## src/rtl/core/osdgr_pkg.sv

```systemverilog
package osdgr_pkg;

    localparam int GLYPH_ROWS  = 16;
    localparam int GLYPH_COUNT = 95;
    localparam int ROM_ROWS    = 16;

    localparam logic [7:0] FIRST_CODE    = 8'h20;
    localparam logic [7:0] LAST_CODE     = 8'h7E;
    localparam logic [7:0] FALLBACK_CODE = 8'h3F;

    // Pixel slots of one glyph row: 8 columns, 4 sub-pixels each at 2x.
    localparam int SLOTS   = 32;
    localparam int SLOT_W  = 5;

    localparam logic [1:0] CFG_LINE_STRIDE  = 2'd0;
    localparam logic [1:0] CFG_FRAME_WIDTH  = 2'd1;
    localparam logic [1:0] CFG_FRAME_HEIGHT = 2'd2;

    localparam logic [12:0] RST_LINE_STRIDE  = 13'd1024;
    localparam logic [12:0] RST_FRAME_WIDTH  = 13'd1024;
    localparam logic [12:0] RST_FRAME_HEIGHT = 13'd600;

    typedef logic [0:ROM_ROWS-1][7:0] t_glyph;

    typedef struct packed {
        logic [12:0] line_stride;
        logic [12:0] frame_width;
        logic [12:0] frame_height;
    } t_cfg;

    // One glyph row, classified: which slots write, plus row bases.
    typedef struct packed {
        logic [SLOTS-1:0]  mask;
        logic [12:0]       origin_x;
        logic              scale;
        logic [23:0]       luma_base0;
        logic [23:0]       luma_base1;
        logic [22:0]       chroma_base0;
        logic [22:0]       chroma_base1;
        logic [7:0]        luma;
        logic [7:0]        v;
        logic [7:0]        u;
    } t_job;

    // Font ROM, row 0 in the top byte, bit 7 is the leftmost pixel.
    function automatic t_glyph glyph_bits(input logic [6:0] idx);
        case (idx)
            7'd0:  glyph_bits = 128'h00000000_00000000_00000000_00000000;
            7'd1:  glyph_bits = 128'h00001818_18181818_18001818_00000000;
            7'd2:  glyph_bits = 128'h00006C6C_6C000000_00000000_00000000;
            7'd3:  glyph_bits = 128'h00003636_7F363636_7F363636_00000000;
            7'd4:  glyph_bits = 128'h0018187E_DBD8D87E_1B1BDB7E_18180000;
            7'd5:  glyph_bits = 128'h00000061_62060C18_30604346_00000000;
            7'd6:  glyph_bits = 128'h0000386C_6C38306F_C6C6CC6B_00000000;
            7'd7:  glyph_bits = 128'h00001818_18000000_00000000_00000000;
            7'd8:  glyph_bits = 128'h00000C18_30303030_3030180C_00000000;
            7'd9:  glyph_bits = 128'h00003018_0C0C0C0C_0C0C1830_00000000;
            7'd10: glyph_bits = 128'h00000000_663CFF3C_66000000_00000000;
            7'd11: glyph_bits = 128'h00000000_181818FF_18181800_00000000;
            7'd12: glyph_bits = 128'h00000000_00000000_00001818_18300000;
            7'd13: glyph_bits = 128'h00000000_000000FF_00000000_00000000;
            7'd14: glyph_bits = 128'h00000000_00000000_00001818_00000000;
            7'd15: glyph_bits = 128'h00000306_060C1818_306060C0_00000000;
            7'd16: glyph_bits = 128'h00003C66_C3C3DBDB_C3C3663C_00000000;
            7'd17: glyph_bits = 128'h00001838_78181818_181818FF_00000000;
            7'd18: glyph_bits = 128'h00007EC3_03060C18_3060C3FF_00000000;
            7'd19: glyph_bits = 128'h00007EC3_03033E03_0303C37E_00000000;
            7'd20: glyph_bits = 128'h0000060E_1E3666C6_FF060606_00000000;
            7'd21: glyph_bits = 128'h0000FFC0_C0C0FE03_0303C37E_00000000;
            7'd22: glyph_bits = 128'h00003E60_C0C0FEC3_C3C3663C_00000000;
            7'd23: glyph_bits = 128'h0000FFC3_03060C18_18181818_00000000;
            7'd24: glyph_bits = 128'h00003C66_C3C3663C_C3C3663C_00000000;
            7'd25: glyph_bits = 128'h00003C66_C3C3C37F_0303067C_00000000;
            7'd26: glyph_bits = 128'h00000000_18180000_00001818_00000000;
            7'd27: glyph_bits = 128'h00000000_18180000_00001818_18300000;
            7'd28: glyph_bits = 128'h00000006_0C183060_30180C06_00000000;
            7'd29: glyph_bits = 128'h00000000_00FF0000_FF000000_00000000;
            7'd30: glyph_bits = 128'h00000060_30180C06_0C183060_00000000;
            7'd31: glyph_bits = 128'h00007EC3_03060C0C_0C000C0C_00000000;
            7'd32: glyph_bits = 128'h00007EC3_036FDBDB_DB6F007E_00000000;
            7'd33: glyph_bits = 128'h0000183C_66C3C3FF_C3C3C3C3_00000000;
            7'd34: glyph_bits = 128'h0000FEC3_C3C3FEC3_C3C3C3FE_00000000;
            7'd35: glyph_bits = 128'h00003C66_C3C0C0C0_C0C3663C_00000000;
            7'd36: glyph_bits = 128'h0000F8CC_C6C3C3C3_C3C6CCF8_00000000;
            7'd37: glyph_bits = 128'h0000FFC0_C0C0FCC0_C0C0C0FF_00000000;
            7'd38: glyph_bits = 128'h0000FFC0_C0C0FCC0_C0C0C0C0_00000000;
            7'd39: glyph_bits = 128'h00003C66_C3C0C0CF_C3C3663C_00000000;
            7'd40: glyph_bits = 128'h0000C3C3_C3C3FFC3_C3C3C3C3_00000000;
            7'd41: glyph_bits = 128'h0000FF18_18181818_181818FF_00000000;
            7'd42: glyph_bits = 128'h00001F06_06060606_06C6C67C_00000000;
            7'd43: glyph_bits = 128'h0000C3C6_CCD8F0F0_D8CCC6C3_00000000;
            7'd44: glyph_bits = 128'h0000C0C0_C0C0C0C0_C0C0C0FF_00000000;
            7'd45: glyph_bits = 128'h0000C3E7_FFDBC3C3_C3C3C3C3_00000000;
            7'd46: glyph_bits = 128'h0000C3E3_F3DBCFC7_C3C3C3C3_00000000;
            7'd47: glyph_bits = 128'h00003C66_C3C3C3C3_C3C3663C_00000000;
            7'd48: glyph_bits = 128'h0000FEC3_C3C3FEC0_C0C0C0C0_00000000;
            7'd49: glyph_bits = 128'h00003C66_C3C3C3C3_C3DB7E3C_07000000;
            7'd50: glyph_bits = 128'h0000FEC3_C3C3FED8_CCC6C3C3_00000000;
            7'd51: glyph_bits = 128'h00007EC3_C0C07E03_0303C37E_00000000;
            7'd52: glyph_bits = 128'h0000FF18_18181818_18181818_00000000;
            7'd53: glyph_bits = 128'h0000C3C3_C3C3C3C3_C3C3C37E_00000000;
            7'd54: glyph_bits = 128'h0000C3C3_C3C3C3C3_C3663C18_00000000;
            7'd55: glyph_bits = 128'h0000C3C3_C3C3C3DB_DBFF6666_00000000;
            7'd56: glyph_bits = 128'h0000C3C3_66663C3C_6666C3C3_00000000;
            7'd57: glyph_bits = 128'h0000C3C3_C3663C18_18181818_00000000;
            7'd58: glyph_bits = 128'h0000FF03_060C1830_60C0C0FF_00000000;
            7'd59: glyph_bits = 128'h00003C30_30303030_3030303C_00000000;
            7'd60: glyph_bits = 128'h0000C060_60301818_0C060603_00000000;
            7'd61: glyph_bits = 128'h00003C0C_0C0C0C0C_0C0C0C3C_00000000;
            7'd62: glyph_bits = 128'h00183C66_C3000000_00000000_00000000;
            7'd63: glyph_bits = 128'h00000000_00000000_00000000_0000FF00;
            7'd64: glyph_bits = 128'h0018180C_00000000_00000000_00000000;
            7'd65: glyph_bits = 128'h00000000_00007E03_7FC3C37F_00000000;
            7'd66: glyph_bits = 128'h0000C0C0_C0DEF3C3_C3C3F3DE_00000000;
            7'd67: glyph_bits = 128'h00000000_00007EC3_C0C0C37E_00000000;
            7'd68: glyph_bits = 128'h00000303_037FC3C3_C3C3C37F_00000000;
            7'd69: glyph_bits = 128'h00000000_00007EC3_FFC0C37E_00000000;
            7'd70: glyph_bits = 128'h00001E33_3030FC30_30303030_00000000;
            7'd71: glyph_bits = 128'h00000000_00007FC3_C3C37F03_C37E0000;
            7'd72: glyph_bits = 128'h0000C0C0_C0DEF3C3_C3C3C3C3_00000000;
            7'd73: glyph_bits = 128'h00001818_00007818_181818FF_00000000;
            7'd74: glyph_bits = 128'h00000606_00003E06_060606C6_C67C0000;
            7'd75: glyph_bits = 128'h0000C0C0_C0C6CCD8_F0D8CCC6_00000000;
            7'd76: glyph_bits = 128'h00007818_18181818_181818FF_00000000;
            7'd77: glyph_bits = 128'h00000000_0000C6EE_FED6C6C6_00000000;
            7'd78: glyph_bits = 128'h00000000_0000DEF3_C3C3C3C3_00000000;
            7'd79: glyph_bits = 128'h00000000_00007EC3_C3C3C37E_00000000;
            7'd80: glyph_bits = 128'h00000000_0000DEF3_C3C3F3DE_C0C00000;
            7'd81: glyph_bits = 128'h00000000_00007FC3_C3C37F03_03030000;
            7'd82: glyph_bits = 128'h00000000_0000DEF3_C0C0C0C0_00000000;
            7'd83: glyph_bits = 128'h00000000_00007EC3_601CC37E_00000000;
            7'd84: glyph_bits = 128'h00003030_30FC3030_3030331E_00000000;
            7'd85: glyph_bits = 128'h00000000_0000C3C3_C3C3C37F_00000000;
            7'd86: glyph_bits = 128'h00000000_0000C3C3_C3663C18_00000000;
            7'd87: glyph_bits = 128'h00000000_0000C3C3_DBDBFF66_00000000;
            7'd88: glyph_bits = 128'h00000000_0000C366_3C3C66C3_00000000;
            7'd89: glyph_bits = 128'h00000000_0000C3C3_C37F03C3_C37E0000;
            7'd90: glyph_bits = 128'h00000000_0000FF06_0C1830FF_00000000;
            7'd91: glyph_bits = 128'h00000E18_18187018_1818180E_00000000;
            7'd92: glyph_bits = 128'h00001818_18181818_18181818_00000000;
            7'd93: glyph_bits = 128'h00007018_18180E18_18181870_00000000;
            7'd94: glyph_bits = 128'h000076DC_00000000_00000000_00000000;
            default: glyph_bits = '0;
        endcase
    endfunction

endpackage

```

## src/rtl/core/osdgr_back.sv

```systemverilog
module osdgr_back (
    input  logic               i_clk,
    input  logic               i_rst_n,
    input  osdgr_pkg::t_job    i_job,
    input  logic               i_empty,
    output logic               o_pop,
    output logic               o_out_valid,
    input  logic               i_out_stall,
    output logic [23:0]        o_luma_offset,
    output logic [22:0]        o_chroma_offset,
    output logic [7:0]         o_luma_value,
    output logic [7:0]         o_v_value,
    output logic [7:0]         o_u_value,
    output logic               o_last_write
);

    osdgr_pkg::t_job                 r_job;
    logic [osdgr_pkg::SLOTS-1:0]     r_mask, n_mask;
    logic                            r_out_valid;
    logic [23:0]                     r_luma_offset, n_luma_offset;
    logic [22:0]                     r_chroma_offset, n_chroma_offset;
    logic [7:0]                      r_luma_value, r_v_value, r_u_value;
    logic                            r_last_write;

    logic                            slot_free;
    logic                            emit;
    logic [osdgr_pkg::SLOT_W-1:0]    slot;
    logic [osdgr_pkg::SLOTS-1:0]     remaining;
    logic [osdgr_pkg::SLOTS-1:0]     mask_after;
    logic [3:0]                      col;
    logic                            dy;
    logic [13:0]                     px;

    assign slot_free  = !r_out_valid || !i_out_stall;
    assign emit       = slot_free && (r_mask != '0);
    assign remaining  = r_mask & (r_mask - osdgr_pkg::SLOTS'(1));
    assign mask_after = emit ? remaining : r_mask;
    assign o_pop      = !i_empty && (mask_after == '0);
    assign n_mask     = o_pop ? i_job.mask : mask_after;

    // lowest pending slot goes first: slot order is output order
    always_comb begin
        slot = '0;
        for (int i = osdgr_pkg::SLOTS - 1; i >= 0; i--) begin
            if (r_mask[i]) begin
                slot = osdgr_pkg::SLOT_W'(i);
            end
        end
    end

    always_comb begin
        if (r_job.scale) begin
            col = {slot[4:2], slot[0]};
            dy  = slot[1];
        end else begin
            col = {1'b0, slot[2:0]};
            dy  = 1'b0;
        end
        px = {r_job.origin_x[12], r_job.origin_x} + {10'd0, col};
        n_luma_offset   = (dy ? r_job.luma_base1 : r_job.luma_base0) + {11'd0, px[12:0]};
        n_chroma_offset = (dy ? r_job.chroma_base1 : r_job.chroma_base0)
                        + {10'd0, px[12:1], 1'b0};
    end

    always_ff @(posedge i_clk) begin
        if (!i_rst_n) begin
            r_mask      <= '0;
            r_out_valid <= 1'b0;
        end else begin
            r_mask <= n_mask;
            if (slot_free) begin
                r_out_valid <= emit;
            end
        end
    end

    always_ff @(posedge i_clk) begin
        if (o_pop) begin
            r_job <= i_job;
        end
        if (emit) begin
            r_luma_offset   <= n_luma_offset;
            r_chroma_offset <= n_chroma_offset;
            r_luma_value    <= r_job.luma;
            r_v_value       <= r_job.v;
            r_u_value       <= r_job.u;
            r_last_write    <= (remaining == '0);
        end
    end

    assign o_out_valid     = r_out_valid;
    assign o_luma_offset   = r_luma_offset;
    assign o_chroma_offset = r_chroma_offset;
    assign o_luma_value    = r_luma_value;
    assign o_v_value       = r_v_value;
    assign o_u_value       = r_u_value;
    assign o_last_write    = r_last_write;

endmodule

```

## config.mk

```make
export PLATFORM = sky130hd
export DESIGN_NAME = osdgr_back
export DESIGN_NICKNAME = d
export VERILOG_FILES = /design/src/rtl/core/osdgr_pkg.sv /design/src/rtl/core/osdgr_back.sv
export SDC_FILE = /design/constraint.sdc
export NUM_CORES = 1
export LEC_CHECK = 0
export BUFFER_PORTS_ARGS = -buffer_cell sky130_fd_sc_hd__buf_2
export CAP_MARGIN = 20
export CORE_MARGIN = 1.5
export CORE_UTILIZATION = 35
export CTS_CLUSTER_DIAMETER = 30
export DETAILED_ROUTE_END_ITERATION = 8
export SYNTH_ARGS = -nofsm -noshare
export SYNTH_HDL_FRONTEND = slang
export SYNTH_SLANG_ARGS = --single-unit
```

## constraint.sdc

```tcl
create_clock -name i_clk -period 10.9 [get_ports i_clk]
set_clock_uncertainty 0.1 [all_clocks]
set_input_delay 2.18 -clock i_clk [delete_from_list [all_inputs] [get_ports i_clk]]
set_output_delay 2.18 -clock i_clk [all_outputs]
set_load 0.02 [all_outputs]
```

==> flow_summary.json, run 1 <==
{
  "worstMarginPinSlew_ns": 1.051,
  "fp.dieH_um": 181.6,
  "areaGrowthSynthToFinish_pct": 30.41,
  "clock_latency_ns": 0.55,
  "ctsResizeCount": 0,
  "synth.yosys.seq_area_share": 0.6076,
  "gp_congestion": 0.8599,
  "cts_root_buf": "clkbuf_16",
  "r2r-start": "r_mask[10]$_SDFF_PN0_",
  "mostFrequentLayoutCell": "buf_2",
  "synthFlopType": "edfxtp_1",
  "hold_path_end": "o_v_value[0]$_DFFE_PP_",
  "portBuffers": 241,
  "nNetsFinal": 1408,
  "hold_viol": 0,
  "rsz0062_at_grt": "false",
  "finalSetupViolCount": 0,
  "grt_pass1_vias": 8211,
  "fin_setup_tns_ns": 0,
  "nFillCells": 2878,
  "mostFrequentLayoutCells": "buf_2, edfxtp_1, nand2_1",
  "reg2reg_depth": 20,
  "ys_ff_latch": 237,
  "post-route-drc-count": 0,
  "clock-sinks": 237,
  "setup.worst_path.class": "input port to output pin",
  "hold_path_depth": 0,
  "cts_tree": "yes",
  "maxCapViolations": 0,
  "rows": 65,
  "ys_warn_count": 0,
  "r2r_setup_slack_ns": 4.59,
  "num_io_pins": 242,
  "antenna_cells": 0,
  "regArea_sq_um": 6787,
  "hold_buffers": 0,
  "cts_made_buffers": 50,
  "ant_nets": 0,
  "post_drt_wl_per_cell_um": 17.88,
  "max_freq_mhz": 150.0,
  "firstDrtPassIters": 5,
  "grt_pass1_wl_um": 45490,
  "start_util": 0.3549,
  "ys_types": 78,
  "synth.avg_cell_area_sq_um": 11.84,
  "htreeDepth": 2,
  "period_share": 0.6118,
  "drv_slew": 0,
  "worstSetupStartpoint": "i_out_stall",
  "synth_cells": 943,
  "worstReg2RegEnd": "o_luma_offset[16]$_DFFE_PP_",
  "ctsLongestPathBuffers": 3,
  "crit_arrival_ns": 4.39,
  "drive_above_1_share": 0.2870,
  "hp-class": "flop to flop",
  "multi_input_area_sq_um": 4136,
  "grt_max_degree": 74,
  "die_area_sq_um": 32990,
  "min_period_ns": 6.668,
  "overflow": 0,
  "slew_headroom": 0.2992,
  "grt_use_total": 0.1781,
  "synth-async-reset-ratio": 0,
  "grt_antenna_before_repair": 1,
  "synth_edf_count": 204,
  "worstPathMaxFanout": 4,
  "wl_um": 29560,
  "crit_path_end_kind": "output pin",
  "status": "finished, final reports clean",
  "via_count": 8387,
  "dp_hpwl_um": 21940,
  "die_w_um": 181.6,
  "clkSlewWorstSetupHoldPaths_ns": 0.05,
  "first_iter_violations": 481,
  "cts_setup_buffers": 0,
  "worstPathRequired_ns": 8.62,
  "vias_per_cell": 5.074,
  "startpoint_type": "input port",
  "hp-start": "r_job[8]$_DFFE_PP_",
  "synthesis.area_sq_um": 11170,
  "syn_nets": 1140,
  "core-area_sq_um": 31470
}
[synthesized netlist by cell type, types with 10 or more instances]
library cell	n	share of area
clkbuf_1	20	0.0067
inv_1	35	0.012
ha_1	26	0.029
a31oi_1	11	0.0062
a21oi_1	62	0.028
mux2i_1	25	0.022
edfxtp_1	204	0.55
xnor2_1	41	0.032
nand3_1	28	0.013
o21ai_0	49	0.022
xor2_1	11	0.0086
nand2_1	146	0.049
and3_1	10	0.0056
nor2_1	49	0.016
dfxtp_1	33	0.059
a21o_1	11	0.0074
[through the flow]
| stage | hold slack, ns | instances | util | worst slack [ns] | area, sq um |
|---|---|---|---|---|---|
| 4_1_cts | 0.3124 | 1653 | 0.4628 | 4.191 | 14570 |
| 6_report | 0.3126 | 1653 | 0.4628 | 4.232 | 14570 |
| 5_1_grt | 0.3121 | 1653 | 0.4628 | 4.088 | 14570 |
| 3_5_place_dp | 0.3045 | 1561 | 0.4072 | 4.196 | 12820 |
| 3_3_place_gp | 0.3005 | 1561 | 0.4072 | 4.199 | 12820 |
| 2_1_floorplan | 0.3003 | 943 | - | 1.780 | 11170 |
[kinds of logic (layout without fill, tap and decap cells)]
logic type	after synthesis	count (layout)	synth area share
xor+xnor	52	52	0.04077
flops	237	237	0.6076
fa+ha+maj	38	38	0.04257
mux	28	28	0.02543
compound gates	228	228	0.1394
buf+inv	67	375	0.02352
simple gates	293	293	0.1208
[worst max-delay path, stage by stage]
cell and delay, ns:
buf_2 0.10, and2_1 0.15, nor4_2 0.32, nand3_1 0.17
or4_1 0.49, o211ai_1 0.12, or3b_1 0.44, nor2_4 0.20
buf_2 0.20
[registers in the layout, indices dropped and copies added, names as in the netlist]
name,count
o_luma_offset,24
r_job,132
o_out_valid,1
o_v_value,8
o_last_write,1
o_luma_value,8
r_mask,32
o_u_value,8
o_chroma_offset,23
[layout make-up]
cell class	instances	area share
flip-flops and latches	237	0.4659
multi-input cells	639	0.2840
clock buffers	53	0.08667
repair buffers	248	0.08641
well taps	402	0.03453
clock inverters	39	0.03341
inverters	35	0.009105
[layer usage]
metal  up-vias  global-route usage  share of wire
met5         -                   0        0.00037
li1       4082                   -              -
met2       272              0.2923           0.47
met1      3974              0.2338           0.44
met3        57             0.03570          0.062
met4         2             0.06400          0.026
[how the worst max path moves through the flow]
stage / end / slack (ns) / cells after the start
floorplan: o_pop / 1.78 / 8
detailed placement: o_pop / 4.20 / 9
global route: o_luma_offset[16]$_DFFE_PP_ / 4.09 / 20
CTS: o_pop / 4.19 / 9
global placement: o_pop / 4.20 / 9
finish: o_pop / 4.23 / 9
Power of run 1 is left out: the tool's default activity adds up to more than one toggle a clock period on the data nets, which glitch-free logic cannot reach.
==> run 2, diff against run 1 <==
==> constraint.sdc (replaced) <==
create_clock -name i_clk -period 5.4 [get_ports i_clk]
set_clock_uncertainty 0.1 [all_clocks]
set_input_delay 1.08 -clock i_clk [delete_from_list [all_inputs] [get_ports i_clk]]
set_output_delay 1.08 -clock i_clk [all_outputs]
set_load 0.02 [all_outputs]
==> run 2 against run 1 <==
Critical path depth grew 1. Via count increased by 2.1%. Non-clock buffer count up 33. First-iteration DRC count grew 9.1%. Critical path type is now flop to output pin.
==> flow_summary.json, run 2 (synthesis results as in run 1) <==
{
  "min_period_ns": 5.132,
  "grt_use_total": 0.1779,
  "top_register": "r_job",
  "rsz0062_at_grt": "true",
  "top_usage_layer": "met2",
  "r2r_setup_slack_ns": 0.30,
  "maxCapViolations": 0,
  "die_area_sq_um": 32990,
  "dp_hpwl_um": 22320,
  "worstReg2RegEnd": "o_luma_offset[16]$_DFFE_PP_",
  "num_io_pins": 242,
  "placed_area_sq_um": 13060,
  "final_cell_area_sq_um": 15210,
  "startpoint_type": "flop",
  "clock-sinks": 237,
  "largest_reg_flops": 132,
  "firstDrtPassIters": 5,
  "worstSetupStartpoint": "r_mask[9]$_SDFF_PN0_",
  "reg2reg_depth": 21,
  "worstMarginPinSlew_ns": 1.041,
  "period_share": 0.9503,
  "rows": 65,
  "max_freq_mhz": 194.9,
  "crit_path_end_kind": "output pin",
  "portBuffers": 241,
  "fp.dieH_um": 181.6,
  "hold_buffers": 0,
  "grt_use_met3": 0.04392,
  "clock_latency_ns": 0.56,
  "clkSlewWorstSetupHoldPaths_ns": 0.05,
  "antenna_cells": 0,
  "mostFrequentLayoutCells": "buf_2, edfxtp_1, nand2_1",
  "holdWs_ns": 0.3141,
  "grt_max_degree": 88,
  "multi_input_area_sq_um": 4283,
  "vias_per_cell": 5.044,
  "ctsLongestPathBuffers": 3,
  "crit_arrival_ns": 3.95,
  "fin_setup_tns_ns": 0,
  "grt_pass1_wl_um": 45550,
  "cts_root_buf": "clkbuf_16",
  "hp-start": "r_job[20]$_DFFE_PP_",
  "ant_nets": 0,
  "nNetsFinal": 1448,
  "drive_above_1_share": 0.3318,
  "finalSetupViolCount": 0,
  "worstPathMaxFanout": 9,
  "htreeDepth": 2,
  "crit_end": "o_pop",
  "cts_tree": "yes",
  "cts_made_buffers": 57,
  "gp_congestion": 0.9185,
  "core-area_sq_um": 31470,
  "drv_slew": 0,
  "first_iter_violations": 525,
  "setup.worst_path.class": "flop to output pin",
  "regArea_sq_um": 6790,
  "wl_um": 30140,
  "areaGrowthSynthToFinish_pct": 36.16,
  "worstPathRequired_ns": 4.22,
  "grt_antenna_before_repair": 4,
  "overflow": 0,
  "grt_util_met2": 0.2862,
  "met1_usage": 0.2328,
  "status": "finished, final reports clean",
  "grt_pass1_vias": 8375,
  "via_count": 8564,
  "hold_viol": 0,
  "hp-class": "flop to flop",
  "nFillCells": 2874,
  "post-route-drc-count": 0,
  "start_util": 0.3549,
  "mostFrequentLayoutCell": "buf_2",
  "die_w_um": 181.6,
  "slew_headroom": 0.3054,
  "r2r-start": "r_mask[5]$_SDFF_PN0_",
  "post_drt_wl_per_cell_um": 17.75
}
-- run 2: cell types whose count changed in the layout (fill, tap and decap cells not counted), moves of 3 or more --
| cell | before | now |
|---|---|---|
| buf_4 | 7 | 38 |
| clkbuf_16 | 50 | 57 |
| a21oi_1 | 62 | 56 |
| o21ai_0 | 49 | 43 |
| o21ai_1 | 1 | 6 |
| a21oi_2 | 0 | 4 |
| clkinvlp_4 | 6 | 10 |
| a21boi_0 | 3 | 0 |
| clkbuf_1 | 3 | 6 |
| clkinv_4 | 7 | 4 |
| dfxtp_1 | 33 | 30 |
| dfxtp_2 | 0 | 3 |
| inv_6 | 5 | 2 |
-- run 2: worst max-delay path, cell delays in order (launching register included) --
cell and delay [ns]:
dfxtp_1 0.39, nor4_1 0.52, and4_1 0.30, buf_4 0.14, nand4_1 0.24, o21ai_0 0.38
a32oi_1 0.14, a2111oi_0 0.52, nand4_1 0.26, nor2_4 0.28, buf_2 0.21
-- run 2: metal layers --
layer | up-vias | routed length [um]
li1 | 4173 | -
met5 | - | 33
met2 | 318 | 13850
met1 | 4004 | 13260
met3 | 63 | 2110
met4 | 6 | 881
-- run 2: final cells by class --
class | instances | area share
Clock inverter | 41 | 0.03398
Multi-Input combinational cell | 639 | 0.2816
Timing Repair Buffer | 281 | 0.1007
Clock buffer | 63 | 0.09527
Sequential cell | 237 | 0.4465
Tap cell | 402 | 0.03307
Inverter | 35 | 0.008885
-- run 2: metrics by stage --
step,utilization,worst slack [ns],instances
2_1_floorplan,-,0.06924,943
3_3_place_gp,0.4148,0.1420,1589
3_5_place_dp,0.4148,0.02401,1589
4_1_cts,0.4774,0.002792,1693
5_1_grt,0.4832,-0.09014,1698
6_report,0.4832,0.2683,1698
-- run 2: repair_timing --
action | in CTS | in global routing
setup buffers | 0 | 5
pin swaps | 0 | 25
gates resized for setup | 1 | 44
endpoints found under the setup margin | 1 | 25
-- run 2: worst min-delay path by stage --
| stage | end | slack [ns] | depth (start not counted) |
|---|---|---|---|
| 2_1_floorplan | o_luma_value[0]$_DFFE_PP_ | 0.30 | 0 |
| 3_3_place_gp | o_luma_value[4]$_DFFE_PP_ | 0.30 | 0 |
| 3_5_place_dp | o_u_value[3]$_DFFE_PP_ | 0.30 | 0 |
| 4_1_cts | o_u_value[0]$_DFFE_PP_ | 0.31 | 0 |
| 5_1_grt | o_u_value[2]$_DFFE_PP_ | 0.32 | 0 |
| 6_report | o_luma_value[4]$_DFFE_PP_ | 0.31 | 0 |
Power of run 2 is left out for the same reason.
==> run 3, diff against run 2 <==
--- a/config.mk
+++ b/config.mk
@@ -7,7 +7,6 @@
 export LEC_CHECK = 0
 export BUFFER_PORTS_ARGS = -buffer_cell sky130_fd_sc_hd__buf_2
 export CAP_MARGIN = 20
-export CORE_MARGIN = 1.5
 export CORE_UTILIZATION = 35
 export CTS_CLUSTER_DIAMETER = 30
 export DETAILED_ROUTE_END_ITERATION = 8
==> run 3 against run 2 <==
Non-clock buffer count down 3. Sequential share of layout area down 0.19 points. First-iteration DRC count down 0.76%. Die area down 1.1%. Sequential cell count unchanged. Register-to-register slack about the same. Critical path type is now flop to flop. Worst setup slack better by 0.017 ns. Global-route usage up 0.29 points. Count of clock-buffer cells in the layout down 4.
==> flow_summary.json, run 3 (synthesis results as in run 1) <==
{
  "dp_hpwl_um": 22020,
  "drive_above_1_share": 0.3372,
  "portBuffers": 241,
  "die_w_um": 180.6,
  "max_freq_mhz": 195.5,
  "nNetsFinal": 1445,
  "rsz0062_at_grt": "true",
  "clkSlewWorstSetupHoldPaths_ns": 0.05,
  "hold_viol": 0,
  "hp-class": "flop to flop",
  "min_period_ns": 5.115,
  "largest_reg_flops": 132,
  "final_util": 0.4853,
  "post-route-drc-count": 0,
  "wl_um": 30050,
  "clock_latency_ns": 0.56,
  "ant_nets": 0,
  "setup_ws_ns": 0.2850,
  "htreeDepth": 2,
  "clock-sinks": 237,
  "top_register": "r_job",
  "cts_made_buffers": 57,
  "pre_cts_ws_ns": 0.004740,
  "nFillCells": 2802,
  "crit_path_end_kind": "flop",
  "grt_use_total": 0.1808,
  "placed_area_sq_um": 13050,
  "drv_slew": 0,
  "via_count": 8579,
  "vias_per_cell": 5.041,
  "fin_setup_tns_ns": 0,
  "hold_buffers": 0,
  "cts_root_buf": "clkbuf_16",
  "grt_pass1_vias": 8350,
  "fp.dieH_um": 180.6,
  "worstMarginPinSlew_ns": 0.6206,
  "die_area_sq_um": 32630,
  "first_iter_violations": 521,
  "start_util": 0.3549,
  "final_cell_area_sq_um": 15270,
  "worstPathRequired_ns": 5.59,
  "gp_congestion": 0.9005,
  "slew_headroom": 0.5819,
  "mostFrequentLayoutCell": "buf_2",
  "worstPathMaxFanout": 8,
  "firstDrtPassIters": 5,
  "status": "finished, final reports clean",
  "cts_tree": "yes",
  "grt_antenna_before_repair": 6,
  "period_share": 0.9472,
  "core-area_sq_um": 31470,
  "maxCapViolations": 0,
  "overflow": 0,
  "finalSetupViolCount": 0,
  "grt_pass1_wl_um": 45600,
  "ctsLongestPathBuffers": 3,
  "mostFrequentLayoutCells": "buf_2, edfxtp_1, nand2_1",
  "setup.worst_path.class": "flop to flop",
  "num_io_pins": 242,
  "post_drt_wl_per_cell_um": 17.65,
  "areaGrowthSynthToFinish_pct": 36.74,
  "startpoint_type": "flop",
  "rows": 65,
  "grt_max_degree": 87,
  "crit_arrival_ns": 5.30
}
-- run 3: area by class of cell --
class | instances | area [sq um] | area share
diodes | 4 | 10.01 | 0.0006554
clock buffers | 59 | 1455 | 0.09527
clock inverters | 48 | 581.8 | 0.03809
inverters | 35 | 135.1 | 0.008847
multi-input cells | 639 | 4257 | 0.2787
flip-flops and latches | 237 | 6790 | 0.4446
well taps | 402 | 503.0 | 0.03293
repair buffers | 278 | 1541 | 0.1009
-- run 3: metrics by stage --
| step | hold slack, ns | cells |
|---|---|---|
| global route | 0.3184 | 1701 |
| finish | 0.3103 | 1702 |
| CTS | 0.3121 | 1693 |
| global placement | 0.3004 | 1586 |
| floorplan | 0.3003 | 943 |
| detailed placement | 0.3045 | 1586 |
-- run 3: critical path: stages, from the launching register on --
cell and delay, ns:
dfxtp_1 0.39, or2_1 0.28, or4_4 0.51, a21o_1 0.24
o21ai_1 0.19, buf_4 0.18, and2_2 0.29, nand2_1 0.08
nand2_1 0.12, ha_1 0.20, inv_1 0.06, fa_1 0.39
nor2b_1 0.25, o31a_1 0.27, o31ai_2 0.11, a21oi_2 0.23
nand3_1 0.13, mux2i_2 0.22, o2111ai_2 0.16, a21boi_1 0.22
xnor2_1 0.14, mux2i_1 0.09
-- run 3: final timing paths --
path                                            from  slack, ns  depth (start not counted)                     endpoint
worst max register to register  r_mask[4]$_SDFF_PN0_       0.29                         21  o_luma_offset[16]$_DFFE_PP_
worst min-delay path             r_job[13]$_DFFE_PP_       0.31                          0       o_v_value[5]$_DFFE_PP_
worst min register to register   r_job[13]$_DFFE_PP_       0.31                          0       o_v_value[5]$_DFFE_PP_
worst max-delay path            r_mask[4]$_SDFF_PN0_       0.29                         21  o_luma_offset[16]$_DFFE_PP_
-- run 3: per-layer routing --
layer | track usage | wire [um] | up-vias
li1 | - | - | 4184
met1 | 0.2344 | 13160 | 4004
met2 | 0.2849 | 13820 | 334
met3 | 0.04850 | 2187 | 55
met4 | 0.07556 | 875 | 2
met5 | 0 | 13 | -
-- run 3: timing repair --
action,CTS,global route
setup endpoints to repair,1,25
gates resized for setup,1,35
pin swaps,0,25
buffers inserted,0,4
Power of run 3 is left out for the same reason.
