`config.mk`:
```
export PLATFORM = sky130hd
export DESIGN_NAME = osdgr_fifo
export DESIGN_NICKNAME = d
export VERILOG_FILES = /design/src/rtl/core/osdgr_pkg.sv /design/src/rtl/core/osdgr_fifo.sv
export SDC_FILE = /design/constraint.sdc
export NUM_CORES = 1
export LEC_CHECK = 0
export BUFFER_PORTS_ARGS = -buffer_cell sky130_fd_sc_hd__buf_2
export CORE_MARGIN = 8
export CORE_UTILIZATION = 45
export DETAILED_ROUTE_END_ITERATION = 10
export PLACE_DENSITY = 0.77
export SETUP_SLACK_MARGIN = 0.5
export SYNTH_ARGS = -nofsm -noshare
export SYNTH_HDL_FRONTEND = slang
export SYNTH_SLANG_ARGS = --single-unit
```
`constraint.sdc`:
```
create_clock -name i_clk -period 9.54 [get_ports i_clk]
set_input_delay 1.908 -clock i_clk [delete_from_list [all_inputs] [get_ports i_clk]]
set_output_delay 1.908 -clock i_clk [all_outputs]
set_load 0.02 [all_outputs]
```
`src/rtl/core/osdgr_pkg.sv`:
```
package osdgr_pkg;

    localparam int GLYPH_ROWS  = 16;
    localparam int GLYPH_COUNT = 95;
    localparam int ROM_ROWS    = 16;

    localparam logic [7:0] FIRST_CODE    = 8'h20;
    localparam logic [7:0] LAST_CODE     = 8'h7E;
    localparam logic [7:0] FALLBACK_CODE = 8'h3F;

    // Pixel slots of one glyph row: 8 columns, 4 sub-pixels each at 2x.
    localparam int SLOTS   = 32;
    localparam int SLOT_W  = 5;

    localparam logic [1:0] CFG_LINE_STRIDE  = 2'd0;
    localparam logic [1:0] CFG_FRAME_WIDTH  = 2'd1;
    localparam logic [1:0] CFG_FRAME_HEIGHT = 2'd2;

    localparam logic [12:0] RST_LINE_STRIDE  = 13'd1024;
    localparam logic [12:0] RST_FRAME_WIDTH  = 13'd1024;
    localparam logic [12:0] RST_FRAME_HEIGHT = 13'd600;

    typedef logic [0:ROM_ROWS-1][7:0] t_glyph;

    typedef struct packed {
        logic [12:0] line_stride;
        logic [12:0] frame_width;
        logic [12:0] frame_height;
    } t_cfg;

    // One glyph row, classified: which slots write, plus row bases.
    typedef struct packed {
        logic [SLOTS-1:0]  mask;
        logic [12:0]       origin_x;
        logic              scale;
        logic [23:0]       luma_base0;
        logic [23:0]       luma_base1;
        logic [22:0]       chroma_base0;
        logic [22:0]       chroma_base1;
        logic [7:0]        luma;
        logic [7:0]        v;
        logic [7:0]        u;
    } t_job;

    // Font ROM, row 0 in the top byte, bit 7 is the leftmost pixel.
    function automatic t_glyph glyph_bits(input logic [6:0] idx);
        case (idx)
            7'd0:  glyph_bits = 128'h00000000_00000000_00000000_00000000;
            7'd1:  glyph_bits = 128'h00001818_18181818_18001818_00000000;
            7'd2:  glyph_bits = 128'h00006C6C_6C000000_00000000_00000000;
            7'd3:  glyph_bits = 128'h00003636_7F363636_7F363636_00000000;
            7'd4:  glyph_bits = 128'h0018187E_DBD8D87E_1B1BDB7E_18180000;
            7'd5:  glyph_bits = 128'h00000061_62060C18_30604346_00000000;
            7'd6:  glyph_bits = 128'h0000386C_6C38306F_C6C6CC6B_00000000;
            7'd7:  glyph_bits = 128'h00001818_18000000_00000000_00000000;
            7'd8:  glyph_bits = 128'h00000C18_30303030_3030180C_00000000;
            7'd9:  glyph_bits = 128'h00003018_0C0C0C0C_0C0C1830_00000000;
            7'd10: glyph_bits = 128'h00000000_663CFF3C_66000000_00000000;
            7'd11: glyph_bits = 128'h00000000_181818FF_18181800_00000000;
            7'd12: glyph_bits = 128'h00000000_00000000_00001818_18300000;
            7'd13: glyph_bits = 128'h00000000_000000FF_00000000_00000000;
            7'd14: glyph_bits = 128'h00000000_00000000_00001818_00000000;
            7'd15: glyph_bits = 128'h00000306_060C1818_306060C0_00000000;
            7'd16: glyph_bits = 128'h00003C66_C3C3DBDB_C3C3663C_00000000;
            7'd17: glyph_bits = 128'h00001838_78181818_181818FF_00000000;
            7'd18: glyph_bits = 128'h00007EC3_03060C18_3060C3FF_00000000;
            7'd19: glyph_bits = 128'h00007EC3_03033E03_0303C37E_00000000;
            7'd20: glyph_bits = 128'h0000060E_1E3666C6_FF060606_00000000;
            7'd21: glyph_bits = 128'h0000FFC0_C0C0FE03_0303C37E_00000000;
            7'd22: glyph_bits = 128'h00003E60_C0C0FEC3_C3C3663C_00000000;
            7'd23: glyph_bits = 128'h0000FFC3_03060C18_18181818_00000000;
            7'd24: glyph_bits = 128'h00003C66_C3C3663C_C3C3663C_00000000;
            7'd25: glyph_bits = 128'h00003C66_C3C3C37F_0303067C_00000000;
            7'd26: glyph_bits = 128'h00000000_18180000_00001818_00000000;
            7'd27: glyph_bits = 128'h00000000_18180000_00001818_18300000;
            7'd28: glyph_bits = 128'h00000006_0C183060_30180C06_00000000;
            7'd29: glyph_bits = 128'h00000000_00FF0000_FF000000_00000000;
            7'd30: glyph_bits = 128'h00000060_30180C06_0C183060_00000000;
            7'd31: glyph_bits = 128'h00007EC3_03060C0C_0C000C0C_00000000;
            7'd32: glyph_bits = 128'h00007EC3_036FDBDB_DB6F007E_00000000;
            7'd33: glyph_bits = 128'h0000183C_66C3C3FF_C3C3C3C3_00000000;
            7'd34: glyph_bits = 128'h0000FEC3_C3C3FEC3_C3C3C3FE_00000000;
            7'd35: glyph_bits = 128'h00003C66_C3C0C0C0_C0C3663C_00000000;
            7'd36: glyph_bits = 128'h0000F8CC_C6C3C3C3_C3C6CCF8_00000000;
            7'd37: glyph_bits = 128'h0000FFC0_C0C0FCC0_C0C0C0FF_00000000;
            7'd38: glyph_bits = 128'h0000FFC0_C0C0FCC0_C0C0C0C0_00000000;
            7'd39: glyph_bits = 128'h00003C66_C3C0C0CF_C3C3663C_00000000;
            7'd40: glyph_bits = 128'h0000C3C3_C3C3FFC3_C3C3C3C3_00000000;
            7'd41: glyph_bits = 128'h0000FF18_18181818_181818FF_00000000;
            7'd42: glyph_bits = 128'h00001F06_06060606_06C6C67C_00000000;
            7'd43: glyph_bits = 128'h0000C3C6_CCD8F0F0_D8CCC6C3_00000000;
            7'd44: glyph_bits = 128'h0000C0C0_C0C0C0C0_C0C0C0FF_00000000;
            7'd45: glyph_bits = 128'h0000C3E7_FFDBC3C3_C3C3C3C3_00000000;
            7'd46: glyph_bits = 128'h0000C3E3_F3DBCFC7_C3C3C3C3_00000000;
            7'd47: glyph_bits = 128'h00003C66_C3C3C3C3_C3C3663C_00000000;
            7'd48: glyph_bits = 128'h0000FEC3_C3C3FEC0_C0C0C0C0_00000000;
            7'd49: glyph_bits = 128'h00003C66_C3C3C3C3_C3DB7E3C_07000000;
            7'd50: glyph_bits = 128'h0000FEC3_C3C3FED8_CCC6C3C3_00000000;
            7'd51: glyph_bits = 128'h00007EC3_C0C07E03_0303C37E_00000000;
            7'd52: glyph_bits = 128'h0000FF18_18181818_18181818_00000000;
            7'd53: glyph_bits = 128'h0000C3C3_C3C3C3C3_C3C3C37E_00000000;
            7'd54: glyph_bits = 128'h0000C3C3_C3C3C3C3_C3663C18_00000000;
            7'd55: glyph_bits = 128'h0000C3C3_C3C3C3DB_DBFF6666_00000000;
            7'd56: glyph_bits = 128'h0000C3C3_66663C3C_6666C3C3_00000000;
            7'd57: glyph_bits = 128'h0000C3C3_C3663C18_18181818_00000000;
            7'd58: glyph_bits = 128'h0000FF03_060C1830_60C0C0FF_00000000;
            7'd59: glyph_bits = 128'h00003C30_30303030_3030303C_00000000;
            7'd60: glyph_bits = 128'h0000C060_60301818_0C060603_00000000;
            7'd61: glyph_bits = 128'h00003C0C_0C0C0C0C_0C0C0C3C_00000000;
            7'd62: glyph_bits = 128'h00183C66_C3000000_00000000_00000000;
            7'd63: glyph_bits = 128'h00000000_00000000_00000000_0000FF00;
            7'd64: glyph_bits = 128'h0018180C_00000000_00000000_00000000;
            7'd65: glyph_bits = 128'h00000000_00007E03_7FC3C37F_00000000;
            7'd66: glyph_bits = 128'h0000C0C0_C0DEF3C3_C3C3F3DE_00000000;
            7'd67: glyph_bits = 128'h00000000_00007EC3_C0C0C37E_00000000;
            7'd68: glyph_bits = 128'h00000303_037FC3C3_C3C3C37F_00000000;
            7'd69: glyph_bits = 128'h00000000_00007EC3_FFC0C37E_00000000;
            7'd70: glyph_bits = 128'h00001E33_3030FC30_30303030_00000000;
            7'd71: glyph_bits = 128'h00000000_00007FC3_C3C37F03_C37E0000;
            7'd72: glyph_bits = 128'h0000C0C0_C0DEF3C3_C3C3C3C3_00000000;
            7'd73: glyph_bits = 128'h00001818_00007818_181818FF_00000000;
            7'd74: glyph_bits = 128'h00000606_00003E06_060606C6_C67C0000;
            7'd75: glyph_bits = 128'h0000C0C0_C0C6CCD8_F0D8CCC6_00000000;
            7'd76: glyph_bits = 128'h00007818_18181818_181818FF_00000000;
            7'd77: glyph_bits = 128'h00000000_0000C6EE_FED6C6C6_00000000;
            7'd78: glyph_bits = 128'h00000000_0000DEF3_C3C3C3C3_00000000;
            7'd79: glyph_bits = 128'h00000000_00007EC3_C3C3C37E_00000000;
            7'd80: glyph_bits = 128'h00000000_0000DEF3_C3C3F3DE_C0C00000;
            7'd81: glyph_bits = 128'h00000000_00007FC3_C3C37F03_03030000;
            7'd82: glyph_bits = 128'h00000000_0000DEF3_C0C0C0C0_00000000;
            7'd83: glyph_bits = 128'h00000000_00007EC3_601CC37E_00000000;
            7'd84: glyph_bits = 128'h00003030_30FC3030_3030331E_00000000;
            7'd85: glyph_bits = 128'h00000000_0000C3C3_C3C3C37F_00000000;
            7'd86: glyph_bits = 128'h00000000_0000C3C3_C3663C18_00000000;
            7'd87: glyph_bits = 128'h00000000_0000C3C3_DBDBFF66_00000000;
            7'd88: glyph_bits = 128'h00000000_0000C366_3C3C66C3_00000000;
            7'd89: glyph_bits = 128'h00000000_0000C3C3_C37F03C3_C37E0000;
            7'd90: glyph_bits = 128'h00000000_0000FF06_0C1830FF_00000000;
            7'd91: glyph_bits = 128'h00000E18_18187018_1818180E_00000000;
            7'd92: glyph_bits = 128'h00001818_18181818_18181818_00000000;
            7'd93: glyph_bits = 128'h00007018_18180E18_18181870_00000000;
            7'd94: glyph_bits = 128'h000076DC_00000000_00000000_00000000;
            default: glyph_bits = '0;
        endcase
    endfunction

endpackage

```
`src/rtl/core/osdgr_fifo.sv`:
```
module osdgr_fifo #(
    parameter int QUEUE_DEPTH = 4
) (
    input  logic                                 i_clk,
    input  logic                                 i_rst_n,
    input  logic                                 i_push,
    input  osdgr_pkg::t_job                      i_job,
    input  logic                                 i_pop,
    output osdgr_pkg::t_job                      o_job,
    output logic                                 o_empty,
    output logic [$clog2(QUEUE_DEPTH+1)-1:0]     o_level
);

    localparam int PTR_W   = $clog2(QUEUE_DEPTH);
    localparam int LEVEL_W = $clog2(QUEUE_DEPTH + 1);

    osdgr_pkg::t_job    r_mem [QUEUE_DEPTH];
    osdgr_pkg::t_job    r_head;
    logic [PTR_W-1:0]   r_wr_ptr, n_wr_ptr;
    logic [PTR_W-1:0]   r_rd_ptr, n_rd_ptr;
    logic [LEVEL_W-1:0] r_level, n_level;

    function automatic logic [PTR_W-1:0] ptr_inc(input logic [PTR_W-1:0] p);
        if (p == PTR_W'(QUEUE_DEPTH - 1)) begin
            ptr_inc = '0;
        end else begin
            ptr_inc = p + PTR_W'(1);
        end
    endfunction

    always_comb begin
        n_wr_ptr = i_push ? ptr_inc(r_wr_ptr) : r_wr_ptr;
        n_rd_ptr = i_pop  ? ptr_inc(r_rd_ptr) : r_rd_ptr;
        n_level  = r_level + LEVEL_W'(i_push) - LEVEL_W'(i_pop);
    end

    always_ff @(posedge i_clk) begin
        if (!i_rst_n) begin
            r_wr_ptr <= '0;
            r_rd_ptr <= '0;
            r_level  <= '0;
        end else begin
            r_wr_ptr <= n_wr_ptr;
            r_rd_ptr <= n_rd_ptr;
            r_level  <= n_level;
        end
    end

    // head register reads the next read address; a write landing there bypasses
    always_ff @(posedge i_clk) begin
        if (i_push) begin
            r_mem[r_wr_ptr] <= i_job;
        end
        if (i_push && (n_rd_ptr == r_wr_ptr)) begin
            r_head <= i_job;
        end else begin
            r_head <= r_mem[n_rd_ptr];
        end
    end

    assign o_job   = r_head;
    assign o_empty = (r_level == '0);
    assign o_level = r_level;

endmodule

```
==> run summary, run 1 <==
Synth cell count leaders: 656 x edfxtp_1, 164 x mux4_2, 16 x buf_2, 10 x buf_6, 9 x dfxtp_1
Seq cells post-synth: 665
Synth Flop Type: edfxtp_1
Die height: 247 um
Worst-case hold slack: 0.513 ns
Internal Power: 5.22 mW
Async set or reset register ratio after synthesis: 0%
Fillers: 3976
Synth area leaders: edfxtp_1 82%, mux4_2 15%, dfxtp_1 0.75%
Yosys top cell area share: 81.8%
Unrepaired setup endpoints after global routing: no
Sequential standard cell area: 0.0199 mm^2
CTS Buffer Depth: 3
Pins over their slew limit: 0
Largest net degree at the start of global routing: 72
Final Critical Period: 4.97 ns
Number of post-CTS setup repair buffers: 0
Slew @ Worst Pin: 1.12 ns
Clk_skew: 0.0142 ns
Worst slew margin: 25.4%
Synth Instances: 898
DP HPWL: 29.1 mm
Status: completed
Clk pwr share: 38.6%
Top Layer Used: met5
Seq pwr share: 49.8%
Via count: 10800
Area of the die: 0.0612 mm^2
Final setup violating endpoints: 0
Placed insts: 1906
Vias in the first global route: 11700
Total CTS buffers: 70
Global route total overflow: 0
Hold Fails Final Rpt: 0
NumNets Final: 1457
# IOs: 336
Crit path max fanout: 49
CTS-repair resized insts: 0
CP Launch Type: register
Sink Count: 665
M1 wire length: 18.4 mm
Power Dens Cells: 237 mW/mm^2
Hold Buf Count CTS: 0
Clk pin slew, worst setup/hold paths: 0.06 ns
Rows: 85
Synthesized area: 0.0241 mm^2
Port Buffers: 335
Yosys warning count: 0
Setup crit end kind: output port
Clk root buf: clkbuf_16
Met3 WL: 3.58 mm
Most instantiated library cell after synthesis: edfxtp_1
Initial drt markers: 765
Critical Path AT: 3.06 ns
Share of post-route cells with drive strength above 1: 46.4%
Iteration count of the initial detailed-routing pass: 5
Setup CP Type: reg2out
Initial Util: 45.1%
Clock latency on the worst-skew pair: 0.59 ns
Routed WL: 48.2 mm
Switching Share: 23.4%
Initial antenna violation count: 14
Pre-CTS WS: 5.01 ns
Setup ws final: 4.57 ns
Drt wl/cell: 23.6 um
Area of the multi-input gates: 0.00394 mm^2
Total negative slack: 0 ns
Seq/Total Area, Yosys: 82.5%
Global-route wire length before repair: 72.0 mm
Net Switching: 1.59 mW
Area delta synth->final: 19.3%
Cell accounting for the most synthesized area: edfxtp_1
CP required: 7.63 ns
Core area: 0.0534 mm^2
Syn_nets: 1073
DR WL met2: 25.0 mm
Antenna violation net count after detailed routing: 0
DRC: 0
Htree depth: 3
RePlAce Congestion: 0.735
GRT Resource Usage Total: 15.7%
Final period util: 52.1%
Peak supply drop: 0.226 mV
Library cells used by synthesis: 22
Vias per inst: 5.30
Comb pwr share: 11.7%
CTS tree: built
Post-synth EDFFs: 656
Max_cap viols: 0
Die Wd: 247 um
P_leak: 9.71 nW
Peak Freq: 201 MHz
Syn_area_per_cell: 26.8 um^2
Hold Path Class: reg2reg
Final non-filler cell total: 2038
[layout make-up]
| cell class | instances | share of cell area (%) |
|---|---|---|
| antenna | 6 | 0.0522 |
| clock buffer | 87 | 6.46 |
| clock inverter | 39 | 1.31 |
| inverter | 6 | 0.0784 |
| multi-input combinational | 191 | 13.7 |
| sequential | 665 | 69.2 |
| tap | 696 | 3.03 |
| timing repair buffer | 348 | 6.17 |
[final timing paths]
check                   start       endpoint  slack [ns]  depth (start not counted)
setup / recovery     register      o_job[33]        4.57                          3
hold / removal    r_rd_ptr[0]       register        0.51                          1
setup reg to reg  r_wr_ptr[0]  r_mem[3][149]        6.85                          3
hold reg to reg   r_rd_ptr[0]       register        0.51                          1
[power by group through the flow]
| stage | Clock [mW] | Sequential [mW] | Combinational, mW |
|---|---|---|---|
| after floorplan | 0 | 3.44 | 0.552 |
| after global placement | 0 | 3.45 | 0.802 |
| after detailed placement | 0 | 3.45 | 0.811 |
| after CTS | 2.70 | 3.39 | 0.816 |
| after global routing | 2.81 | 3.40 | 0.848 |
| final | 2.63 | 3.39 | 0.794 |
[metal layers]
metal,up-vias,global-route usage [%]
met5,-,0
met4,16,6.01
met3,78,5.08
met2,333,26.3
met1,5685,18.9
li1,4681,-
[sequential cells by signal, indices dropped and copies added (netlist names), named ones only]
signal    count
r_rd_ptr      2
r_mem       656
o_level       3
r_wr_ptr      2
[placed cells by master (no fill, tap or decap), types with 7 or more instances in the layout]
master / synthesis / routed
clkbuf_16: 0 / 72
buf_2: 16 / 335
clkinv_2: 0 / 12
edfxtp_1: 656 / 656
buf_4: 8 / 13
dfxtp_1: 9 / 7
clkbuf_1: 2 / 15
clkinv_1: 0 / 11
mux4_2: 164 / 164
[critical path, cell delays in order (launching register included)]
cell and delay, ns:
dfxtp_4 0.75, buf_4 0.85, mux4_2 0.63, buf_2 0.18
[stage by stage]
stage                     area, um^2  power, mW  util [%]
after global placement         26500       4.25      49.6
final                          28700       6.82      53.8
after global routing           28700       7.06      53.8
after floorplan                24100       3.99         -
after CTS                      28700       6.91      53.8
after detailed placement       26500       4.27      49.6
[cells by family after synthesis]
family	synth area share, %
and+or+nand+nor	0.332
xor gates and xnor gates	0.130
buffers and inverters	1.17
DFF	82.5
muxes	15.4
AOI/OAI and AO/OA	0.0831
adders and majority gates	0.395
(Power assumes the default switching activity.)
==> inputs of run 2 (changes only) <==
Clock period 9.54 ns to 4.8 ns, I/O delays scaled along.
==> run summary, run 2 (same netlist as run 1, synthesis figures left out) <==
Hold path cells: 1 (unchanged)
Die height: 247 um (unchanged)
CP required: 3.84 ns (was 7.63 ns)
Max_cap viols: 0 (unchanged)
Pins over their slew limit: 0 (unchanged)
Area delta synth->final: 19.9% (was 19.3%)
CTS Buffer Depth: 3 (unchanged)
Setup crit end kind: output port (unchanged)
Worst slew margin: 36.8% (was 25.4%)
Hold Fails Final Rpt: 0 (unchanged)
Final Critical Period: 3.68 ns
Total negative slack: 0 ns (unchanged)
FF-to-FF path depth: 4 (was 3)
Seq pwr share: 49.8% (about the same)
Clk pwr share: 38.3% (was 38.6%)
Number of post-CTS setup repair buffers: 0 (unchanged)
CP Launch Type: register (unchanged)
Clk pin slew, worst setup/hold paths: 0.06 ns (about the same)
Area of the die: 0.0612 mm^2 (unchanged)
RePlAce Congestion: 0.732 (was 0.735)
Max reg flops: 656 (unchanged)
Clk_skew: 0.0236 ns (was 0.0142 ns)
CP max stage delay: 0.94 ns (was 0.85 ns)
Iteration count of the initial detailed-routing pass: 5 (unchanged)
Hold Buf Count CTS: 0 (unchanged)
Setup CP Type: reg2out (unchanged)
GRT Resource Usage Total: 15.4% (was 15.7%)
Reg-to-Reg Start: r_wr_ptr[0] (unchanged)
Unrepaired setup endpoints after global routing: no (unchanged)
Share of post-route cells with drive strength above 1: 46.4% (unchanged)
Vias per inst: 5.26 (was 5.30)
Htree depth: 3 (unchanged)
Final period util: 76.7%
Total power: 13.5 mW (was 6.82 mW)
P_leak: 9.74 nW (was 9.71 nW)
Top reg by flops: r_mem (unchanged)
Port Buffers: 335 (unchanged)
Worst flop-to-flop path endpoint: r_mem[2][131] (was r_mem[3][149])
Rows: 85 (unchanged)
Most frequent cells in the layout: 656 x edfxtp_1, 335 x buf_2, 164 x mux4_2, 70 x clkbuf_16, 15 x clkinv_1 (was 656 x edfxtp_1, 335 x buf_2, 164 x mux4_2, 72 x clkbuf_16, 15 x clkbuf_1)
Sink Count: 665 (unchanged)
Setup slack, reg-to-reg: 2.68 ns (was 6.85 ns)
Critical Path AT: 2.72 ns (was 3.06 ns)
Net Switching: 3.16 mW (was 1.59 mW)
Largest net degree at the start of global routing: 112 (was 72)
Initial drt markers: 663 (was 765)
Antenna violation net count after detailed routing: 0 (unchanged)
Peak Freq: 271 MHz
Fillers: 3963 (was 3976)
Global route total overflow: 0 (unchanged)
Routed WL: 48.0 mm (was 48.2 mm)
DP HPWL: 29.0 mm (was 29.1 mm)
Hold Path Class: reg2reg (unchanged)
Die Wd: 247 um (unchanged)
Peak supply drop: 0.338 mV (was 0.226 mV)
Clk root buf: clkbuf_16 (unchanged)
Total CTS buffers: 68 (was 70)
Clock latency on the worst-skew pair: 0.60 ns (was 0.59 ns)
Initial Util: 45.1% (unchanged)
DRC: 0 (unchanged)
Hold path start: r_rd_ptr[0] (unchanged)
Switching Share: 23.4% (about the same)
Most common cell after layout, fill and taps aside: edfxtp_1 (unchanged)
Comb pwr share: 11.8% (was 11.7%)
Initial antenna violation count: 13 (was 14)
Global-route wire length before repair: 70.7 mm (was 72.0 mm)
Slowest cell on the critical path: dfxtp_4 (was buf_4)
Slew @ Worst Pin: 0.948 ns (was 1.12 ns)
Via count: 10700 (was 10800)
Crit path max fanout: 41 (was 49)
CTS tree: built (unchanged)
CTS-repair resized insts: 0 (unchanged)
Power Dens Cells: 469 mW/mm^2 (was 237 mW/mm^2)
Core area: 0.0534 mm^2 (unchanged)
Drt wl/cell: 23.5 um (was 23.6 um)
Internal Power: 10.4 mW (was 5.22 mW)
CP Cell Sequence: buf_12, mux4_2, buf_2 (was buf_4, mux4_2, buf_2)
# IOs: 336 (unchanged)
Status: completed (unchanged)
Vias in the first global route: 11500 (was 11700)
NumNets Final: 1458 (was 1457)
Final setup violating endpoints: 0 (unchanged)
==> run 2: changes by cell type in the layout (fill, tap and decap cells not counted), sizes merged <==
cell / previous run / this run
clkinv: 25 / 26
buf: 348 / 351
clkbuf: 87 / 81
inv: 12 / 11
bufinv: 6 / 7
clkinvlp: 2 / 4
diode: 6 / 7
==> run 2: critical path: cells and delay by family (launching register included) <==
family,cells,cell delay [ns]
mux,1,0.58
buf+inv,2,0.52
flops,1,0.94
==> run 2: cell type report <==
cell class	count	area [um^2]	share of cell area, %
clock buffers	81	1790	6.21
flip-flops and latches	665	19900	68.8
well taps	696	871	3.01
diodes	7	17.5	0.0606
repair buffers	351	1950	6.74
clock inverters	42	413	1.43
multi-input cells	191	3940	13.6
inverters	6	22.5	0.0780
==> run 2: power groups by stage <==
stage	combinational, mW	clock [mW]	sequential, mW
3_5_place_dp	1.64	0	6.87
2_1_floorplan	1.10	0	6.82
3_3_place_gp	1.62	0	6.85
4_1_cts	1.64	5.33	6.75
6_report	1.60	5.19	6.74
5_1_grt	1.70	5.53	6.77
==> run 2: metal layers <==
| metal | up-vias | track usage [%] | part of all wire [%] |
|---|---|---|---|
| li1 | 4689 | - | - |
| met1 | 5585 | 19.1 | 39 |
| met2 | 348 | 25.4 | 51 |
| met3 | 90 | 5.65 | 8.1 |
| met4 | 16 | 4.72 | 2.3 |
| met5 | - | 0 | 0.21 |
==> run 2: how the worst max path moves through the flow <==
stage | start | to | slack (ns) | depth (start not counted)
after floorplan | i_push | r_mem[3][0] | 1.39 | 1
after global placement | register | o_job[87] | 1.64 | 3
after detailed placement | register | o_job[87] | 1.65 | 3
after CTS | register | o_job[87] | 0.99 | 3
after global routing | register | o_job[93] | 0.91 | 3
final | register | o_job[38] | 1.12 | 3
==> run 2: through the flow <==
step | util [%] | cells | cell area [um^2] | hold WS (ns) | worst slack [ns]
CTS | 54.1 | 2032 | 28900 | 0.498 | 0.987
global route | 54.1 | 2034 | 28900 | 0.525 | 0.909
global placement | 49.9 | 1909 | 26700 | 0.475 | 1.64
detailed placement | 49.9 | 1909 | 26700 | 0.486 | 1.65
floorplan | - | 898 | 24100 | 0.461 | 1.39
finish | 54.1 | 2039 | 28900 | 0.498 | 1.12
==> inputs of run 3 (changes only) <==
Settings changed: PLACE_DENSITY 0.77 to 0.8.
Clock period 4.8 ns to 3.3 ns, I/O delays scaled along.
==> run summary, run 3 (same netlist as run 1, synthesis figures left out) <==
Status: completed (unchanged)
Global-route wire length before repair: 74.9 mm (was 70.7 mm)
Clock latency on the worst-skew pair: 0.59 ns (was 0.60 ns)
Vias in the first global route: 12300 (was 11500)
Max reg flops: 656 (unchanged)
NumNets Final: 1525 (was 1458)
DP Area: 0.0270 mm^2 (was 0.0267 mm^2)
Iteration count of the initial detailed-routing pass: 5 (unchanged)
DP HPWL: 31.6 mm (was 29.0 mm)
Final Instance Area: 0.0305 mm^2 (was 0.0289 mm^2)
Total CTS buffers: 68 (unchanged)
Total negative slack: 0 ns (unchanged)
Die Wd: 247 um (unchanged)
Htree depth: 3 (unchanged)
Peak supply drop: 0.501 mV (was 0.338 mV)
Worst Setup EP: o_job[133] (was o_job[38])
Area of the die: 0.0612 mm^2 (unchanged)
Sink Count: 665 (unchanged)
Die height: 247 um (unchanged)
Port Buffers: 335 (unchanged)
Via count: 11100 (was 10700)
GRT Resource Usage Total: 16.5% (was 15.4%)
Critical path buffers and inverters: 4 (was 2)
CP Launch Type: register (unchanged)
Worst flop-to-flop path endpoint: r_mem[3][6] (was r_mem[2][131])
Global route total overflow: 0 (unchanged)
Final Critical Period: 2.84 ns
Most frequent cells in the layout: 656 x edfxtp_1, 254 x buf_2, 164 x mux4_2, 83 x buf_6, 74 x clkbuf_16 (was 656 x edfxtp_1, 335 x buf_2, 164 x mux4_2, 70 x clkbuf_16, 15 x clkinv_1)
Routed WL: 51.8 mm (was 48.0 mm)
Peak Freq: 352 MHz
Top reg by flops: r_mem (unchanged)
Worst slew margin: 53.8% (was 36.8%)
Rows: 85 (unchanged)
RePlAce Congestion: 0.766 (was 0.732)
Clk root buf: clkbuf_16 (unchanged)
Share of post-route cells with drive strength above 1: 48.8% (was 46.4%)
FF-to-FF path depth: 3 (was 4)
# IOs: 336 (unchanged)
CP Cell Sequence: buf_16, buf_12, buf_16, mux4_2, buf_6 (was buf_12, mux4_2, buf_2)
Pins over their slew limit: 0 (unchanged)
Power Dens Cells: 662 mW/mm^2 (was 469 mW/mm^2)
CTS Buffer Depth: 3 (unchanged)
Clk pin slew, worst setup/hold paths: 0.06 ns (about the same)
DRC: 0 (unchanged)
Critical Path AT: 2.18 ns (was 2.72 ns)
CTS tree: built (unchanged)
Setup crit end kind: output port (unchanged)
Unrepaired setup endpoints after global routing: yes (was no)
Final period util: 86.1%
Crit-path leading delay family: buffers and inverters (was flip-flops)
Area delta synth->final: 26.4% (was 19.9%)
Initial Util: 45.1% (unchanged)
Final setup violating endpoints: 0 (unchanged)
Largest net degree at the start of global routing: 63 (was 112)
Setup slack, reg-to-reg: 1.40 ns (was 2.68 ns)
Slew @ Worst Pin: 0.693 ns (was 0.948 ns)
Reg-to-Reg Start: r_wr_ptr[0] (unchanged)
Hold Path Class: in2reg (was reg2reg)
Most common cell after layout, fill and taps aside: edfxtp_1 (unchanged)
P_leak: 10.4 nW (was 9.74 nW)
Fillers: 3802 (was 3963)
Worst path depth: 5 (was 3)
Crit path max fanout: 7 (was 41)
Hold Fails Final Rpt: 0 (unchanged)
Max_cap viols: 0 (unchanged)
Vias per inst: 5.30 (was 5.26)
Slowest cell on the critical path: mux4_2 (was dfxtp_4)
Setup CP Type: reg2out (unchanged)
Drt wl/cell: 24.6 um (was 23.5 um)
Core area: 0.0534 mm^2 (unchanged)
Initial drt markers: 769 (was 663)
Crit-path most repeated cell: buf_16
CP required: 2.64 ns (was 3.84 ns)
Initial antenna violation count: 14 (was 13)
Antenna violation net count after detailed routing: 0 (unchanged)
Clk_skew: 0.0221 ns (was 0.0236 ns)
CP max stage delay: 0.55 ns (was 0.94 ns)
==> run 3: cell count changes in the layout (fill, tap and decap cells not counted), sizes merged <==
cell	before	now
bufinv	7	5
buf	351	413
clkinv	26	20
diode	7	6
clkinvlp	4	3
clkbuf	81	93
==> run 3: through the flow <==
| stage | setup WS (ns) | total power [mW] | instances | hold slack (ns) | util [%] |
|---|---|---|---|---|---|
| 6_report | 0.459 | 20.2 | 2103 | 0.288 | 57.0 |
| 5_1_grt | 0.370 | 20.8 | 2100 | 0.249 | 57.0 |
| 4_1_cts | 0.387 | 20.1 | 2086 | 0.229 | 55.9 |
| 3_5_place_dp | 0.839 | 12.5 | 1941 | 0.517 | 50.7 |
| 3_3_place_gp | 0.886 | 12.4 | 1941 | 0.504 | 50.7 |
| 2_1_floorplan | 1.05 | 11.5 | 898 | 0.461 | - |
==> run 3: worst min path at each step <==
| stage | startpoint | to | slack (ns) | cells past startpoint |
|---|---|---|---|---|
| finish | i_job[45] | r_mem[3][45] | 0.29 | 1 |
| global route | i_job[106] | r_mem[2][106] | 0.25 | 1 |
| CTS | i_job[103] | r_mem[2][103] | 0.23 | 1 |
| detailed placement | r_rd_ptr[0] | register | 0.52 | 2 |
| global placement | r_rd_ptr[0] | register | 0.50 | 2 |
| floorplan | r_rd_ptr[0] | register | 0.46 | 1 |
==> run 3: final cells by class <==
cell class | count | area [um^2] | area share (%)
antenna | 6 | 15.0 | 0.0493
clock buffer | 88 | 1800 | 5.90
clock inverter | 33 | 332 | 1.09
inverter | 6 | 22.5 | 0.0740
multi-input combinational | 191 | 3940 | 12.9
sequential | 665 | 19900 | 65.3
tap | 696 | 871 | 2.86
timing repair buffer | 418 | 3590 | 11.8
==> run 3: what timing repair did <==
action,CTS,global route
resized for setup,68,138
buffers inserted,18,4
cloned,6,7
setup endpoints to repair,149,145
hold buffers,0,0
==> run 3: metal layers <==
| layer | track usage (%) | vias up | wire (um) |
|---|---|---|---|
| met4 | 6.23 | 14 | 1360 |
| met5 | 0 | - | 88 |
| met3 | 6.01 | 90 | 4500 |
| met1 | 19.6 | 5811 | 19500 |
| li1 | - | 4823 | - |
| met2 | 27.6 | 408 | 26400 |
==> run 3: power breakdown <==
part	internal (mW)	switching, mW
Sequential	9.65	0.101
Combinational	1.52	1.58
Clock	4.27	3.04
Total	15.4	4.72
